<file path="src/hdl/lr_table_parse_driver_unit_macros.svh">
// Assertion macros for the parser RTL.
`ifndef LR_TABLE_PARSE_DRIVER_UNIT_MACROS_SVH
`define LR_TABLE_PARSE_DRIVER_UNIT_MACROS_SVH

// Same-cycle implication, checked at every rising edge outside reset.
`define LRP_ASSERT_NOW(lbl, ante, cons, msg) \
	lbl: assert property (@(posedge clk) disable iff (!arst_n) (ante) |-> (cons)) \
		else $error(msg);

// Next-cycle implication.
`define LRP_ASSERT_NEXT(lbl, ante, cons, msg) \
	lbl: assert property (@(posedge clk) disable iff (!arst_n) (ante) |=> (cons)) \
		else $error(msg);

`endif

</file>
<file path="src/hdl/lrp_pkg.sv">
// Package with sizes, codes and the command type of the LR parser.
package lrp_pkg;
	localparam int NUM_STATES       = 256;
	localparam int NUM_TERMINALS    = 64;
	localparam int NUM_NONTERMINALS = 64;
	localparam int NUM_PRODUCTIONS  = 128;
	localparam int STACK_DEPTH      = 64;
	localparam int MAX_REDUCTIONS   = 15;

	localparam int ST_W     = $clog2(NUM_STATES);
	localparam int TERM_W   = $clog2(NUM_TERMINALS);
	localparam int NT_W     = $clog2(NUM_NONTERMINALS);
	localparam int PROD_AW  = $clog2(NUM_PRODUCTIONS);
	localparam int STK_AW   = $clog2(STACK_DEPTH);
	localparam int SP_W     = $clog2(STACK_DEPTH + 1);
	localparam int RED_W    = $clog2(MAX_REDUCTIONS + 1);
	localparam int ACT_AW   = ST_W + TERM_W;
	localparam int GOTO_AW  = ST_W + NT_W;
	localparam int ACT_DEPTH  = NUM_STATES * NUM_TERMINALS;
	localparam int GOTO_DEPTH = NUM_STATES * NUM_NONTERMINALS;
	localparam int CLR_DEPTH  = (ACT_DEPTH > GOTO_DEPTH) ? ACT_DEPTH : GOTO_DEPTH;
	localparam int CLR_W      = $clog2(CLR_DEPTH + 1);
	localparam int ACT_W    = 10;
	localparam int GOTO_W   = 9;
	localparam int PREC_W   = 10;

	localparam logic [2:0] OP_LOAD_ACT  = 3'd0;
	localparam logic [2:0] OP_LOAD_GOTO = 3'd1;
	localparam logic [2:0] OP_LOAD_PROD = 3'd2;
	localparam logic [2:0] OP_TOKEN     = 3'd3;
	localparam logic [2:0] OP_RESTART   = 3'd4;

	localparam logic [1:0] KIND_NONE   = 2'd0;
	localparam logic [1:0] KIND_SHIFT  = 2'd1;
	localparam logic [1:0] KIND_REDUCE = 2'd2;

	localparam logic [2:0] STAT_LOADED = 3'd0;
	localparam logic [2:0] STAT_SHIFT  = 3'd1;
	localparam logic [2:0] STAT_REDUCE = 3'd2;
	localparam logic [2:0] STAT_SYNTAX = 3'd3;
	localparam logic [2:0] STAT_NOGOTO = 3'd4;
	localparam logic [2:0] STAT_FAULT  = 3'd5;

	typedef struct packed {
		logic [2:0]  op;
		logic [7:0]  state_index;
		logic [5:0]  symbol_index;
		logic [1:0]  entry_kind;
		logic [7:0]  entry_value;
		logic [6:0]  production_index;
		logic [3:0]  rhs_length;
		logic [5:0]  lhs_symbol;
		logic [15:0] line_number;
	} cmd_t;
endpackage

</file>
<file path="src/hdl/lrp_front.sv">
// Input side: accepts requests, drops unknown codes and queues commands.
module lrp_front (
	input  logic          clk,
	input  logic          arst_n,
	input  logic          s_tvalid,
	output logic          s_tready,
	input  logic [63:0]   s_tdata,
	input  logic [2:0]    s_tuser,
	input  logic          clr_done,
	output logic          cmd_valid,
	input  logic          cmd_ready,
	output lrp_pkg::cmd_t cmd
);
	import lrp_pkg::*;

	cmd_t       fifo_q [2];
	logic       wr_ptr_q;
	logic       rd_ptr_q;
	logic [1:0] count_q;
	logic       push;
	logic       pop;
	cmd_t       in_cmd;

	assign s_tready  = (count_q != 2'd2) && clr_done;
	assign push      = s_tvalid && s_tready && (s_tuser <= OP_RESTART);
	assign cmd_valid = (count_q != 2'd0);
	assign pop       = cmd_valid && cmd_ready;
	assign cmd       = fifo_q[rd_ptr_q];

	always_comb begin
		in_cmd.op               = s_tuser;
		in_cmd.state_index      = s_tdata[7:0];
		in_cmd.symbol_index     = s_tdata[13:8];
		in_cmd.entry_kind       = s_tdata[15:14];
		in_cmd.entry_value      = s_tdata[23:16];
		in_cmd.production_index = s_tdata[30:24];
		in_cmd.rhs_length       = s_tdata[34:31];
		in_cmd.lhs_symbol       = s_tdata[40:35];
		in_cmd.line_number      = s_tdata[56:41];
	end

	always_ff @(posedge clk) begin
		if (push) begin
			fifo_q[wr_ptr_q] <= in_cmd;
		end
	end

	always_ff @(posedge clk or negedge arst_n) begin
		if (!arst_n) begin
			wr_ptr_q <= 1'b0;
			rd_ptr_q <= 1'b0;
			count_q  <= 2'd0;
		end else begin
			if (push) begin
				wr_ptr_q <= ~wr_ptr_q;
			end
			if (pop) begin
				rd_ptr_q <= ~rd_ptr_q;
			end
			count_q <= count_q + {1'b0, push} - {1'b0, pop};
		end
	end
endmodule

</file>
<file path="config.mk">
export PLATFORM = sky130hd
export DESIGN_NAME = lrp_front
export DESIGN_NICKNAME = d
export VERILOG_FILES = /design/src/hdl/lr_table_parse_driver_unit_macros.svh /design/src/hdl/lrp_pkg.sv /design/src/hdl/lrp_front.sv
export SDC_FILE = /design/constraint.sdc
export NUM_CORES = 1
export LEC_CHECK = 0
export ABC_AREA = 1
export BUFFER_PORTS_ARGS = -buffer_cell sky130_fd_sc_hd__buf_2
export CAP_MARGIN = 20
export CORE_UTILIZATION = 40
export CTS_BUF_LIST = sky130_fd_sc_hd__clkbuf_4
export CTS_CLUSTER_DIAMETER = 100
export DETAILED_ROUTE_END_ITERATION = 8
export GPL_TIMING_DRIVEN = 0
export PLACE_DENSITY = 0.6
export RECOVER_POWER = 50
export SLEW_MARGIN = 20
export SYNTH_ARGS = -nofsm -noshare
export SYNTH_HDL_FRONTEND = slang
export SYNTH_SLANG_ARGS = --single-unit
</file>
<file path="constraint.sdc">
create_clock -name clk -period 6.8 [get_ports clk]
set_input_delay 1.36 -clock clk [delete_from_list [all_inputs] [get_ports clk]]
set_output_delay 1.36 -clock clk [all_outputs]
set_load 0.03 [all_outputs]
</file>
==> results.yml <==
setup_path:
  required_ns: 7.03
  path_max_fanout: 32
  endpoint_kind: "flip-flop"
  crit_type: "input port to flip-flop"
  cp.arrival_ns: 3.52
  start_kind: "input port"
clocking:
  clkSinkCount: 124
  clockBufferDepth: 2
  cts_tree: "yes"
  clock_latency_ns: 0.50
  clk_pin_slew_worst_paths_ns: 0.10
  cts_buffers: 17
  cts_setup_buffers: 0
  hold_buffers: 0
  h-tree-depth: 4
  cts_root_buf: "clkbuf_4"
  cts_resized: 0
finish:
  area_growth_pct: 24.4
  fillers: 1012
  drive_gt1_share_pct: 29.6
  final_cells: 643
  design_area_um2: 5780
  antenna_cells: 0
  nets: 564
hold_path:
  hold_class: "flip-flop to flip-flop"
logic_synthesis:
  syn_area_per_cell_um2: 13.6
  postSynthCellCount: 342
  ys_ff_latch: 124
  async_flop_share_pct: 3.23
  yosysMostFrequentCell: "nand2_1"
  synth_top_area_share_pct: 77.6
  ys_types: 17
  synth-main-ff-cell: "edfxtp_1"
  ys_seq_area_share_pct: 79.8
  synth_edf_count: 120
  syn_area_um2: 4640
  ys_top_cells_by_area: "edfxtp_1, nand2_1, dfrtp_1"
  syn_nets: 416
  ys_top_cells_by_count: "nand2_1, edfxtp_1, buf_2, inv_1, buf_6"
  yosysWarnings: 0
  yosysTopAreaCell: "edfxtp_1"
die:
  fp.dieH_um: 110
  core_um2: 11100
  dieArea_um2: 12000
  rows: 38
  die-width_um: 110
  ioPinCount: 134
  initial_utilization_pct: 41.9
timing:
  fmax_ghz: 0.304
  setup_slack_ns: 3.51
  final.min_clock_period_ns: 3.29
  worstMarginPinSlew_ns: 1.39
  slew_violations: 0
  slew_headroom_pct: 6.66
  tns_ns: 0
  finClkSkew_ns: 0.00977
  hold_violations: 0
  rsz0062_at_grt: "no"
  setup_viol: 0
  period_share_pct: 48.3
global_routing:
  track_usage_pct: 15.5
  grt_pass1_wl_um: 13400
  grt-ovfl-total: 0
  grt_max_degree: 33
  antenna_found_initial: 0
  grt_pass1_vias: 2820
power_and_ir_drop:
  total_power_w: 0.00239
  p_leak_nw: 2.43
  power_density_nw_per_um2: 413
  ir_worst_vdd_mv: 0.181
drt:
  drtIter0Drc: 127
  wl_um: 8730
  drc: 0
  drt-wirelength-per-cell_um: 13.6
  vias_per_cell: 4.53
  via_count: 2915
  antenna_left: 0
  drt_pass1_iterations: 4
place:
  placed_cells: 611
  place_area_um2: 5520
  hpwl_um: 5920
  io_buffers: 126
  place.gp.congestion: 0.698
  pre_cts_ws_ns: 3.62
job:
  drv_cap: 0
run_status:
  status: "completed"
==> power breakdown <==
group | switching (W) | internal, W
sequential | 0.0000186 | 0.000916
clock | 0.000262 | 0.000259
combinational | 0.000667 | 0.000264
==> sequential cells by signal, summed over array words and instances, names as in the netlist <==
name	count
fifo_q	120
count_q	2
rd_ptr_q	1
wr_ptr_q	1
==> metal layers <==
layer,up-vias,GRT usage (%),share of wire (%),routed length [um]
met2,96,25.4,49,4260
met1,1360,18.0,42,3680
met3,6,6.70,8.0,701
met5,-,0,0,0
met4,0,6.00,0.95,83
li1,1453,-,-,-
==> cell usage in the layout, fill, tap and decap left out, types with 3 or more instances in the layout <==
cell type,netlist,final
clkbuf_1,0,29
clkinv_2,0,5
edfxtp_1,120,120
bufinv_16,0,3
nand2_1,183,183
inv_1,7,6
clkinvlp_4,0,3
nor2_1,3,3
buf_2,7,103
dfrtp_1,4,4
buf_6,6,6
clkbuf_4,0,19
==> metrics by stage <==
| step | hold WS [ns] | utilization [%] |
|---|---|---|
| finish | 0.556 | 52.1 |
| global route | 0.587 | 52.1 |
| CTS | 0.560 | 52.5 |
| detailed placement | 0.550 | 49.9 |
| global placement | 0.524 | 49.2 |
| floorplan | 0.502 | - |
==> critical path: stages <==
cell        delay, ns
clkbuf_1         0.12
inv_1            0.05
nor2_1           0.13
nor2_1           0.08
nand2_1          0.09
clkinvlp_2       1.07
buf_12           0.60
==> layout make-up <==
type                            count  area, um^2  area share (%)
Multi-Input combinational cell    197         808            14.0
Clock inverter                     13         150            2.60
Inverter                            8        33.8           0.585
Buffer                             13         103            1.78
Tap cell                          140         175            3.03
Sequential cell                   124        3700            64.1
Clock buffer                       19         143            2.47
Timing Repair Buffer              129         661            11.4
==> final timing paths <==
check,start,to,slack [ns],cells past startpoint
max,s_tuser[2],fifo_q[0][55],3.51,7
min,count_q[0],count_q[0],0.56,1
max reg2reg,count_q[0],fifo_q[0][55],4.08,7
min reg2reg,count_q[0],count_q[0],0.56,1
max in group asynchronous,arst_n,rd_ptr_q,5.94,1
min in group asynchronous,arst_n,count_q[0],0.68,1
==> kinds of logic (layout without fill, tap and decap cells) <==
logic type,Yosys count,after routing,share of synthesized area [%]
and+or+nand+nor,190,190,15.7
DFF,124,124,79.8
buffers and inverters,21,182,2.91
xor gates and xnor gates,3,3,0.728
adders and majority gates,2,2,0.539
AOI/OAI and AO/OA,2,2,0.324
Note: power is estimated with default switching activity, not from simulation.
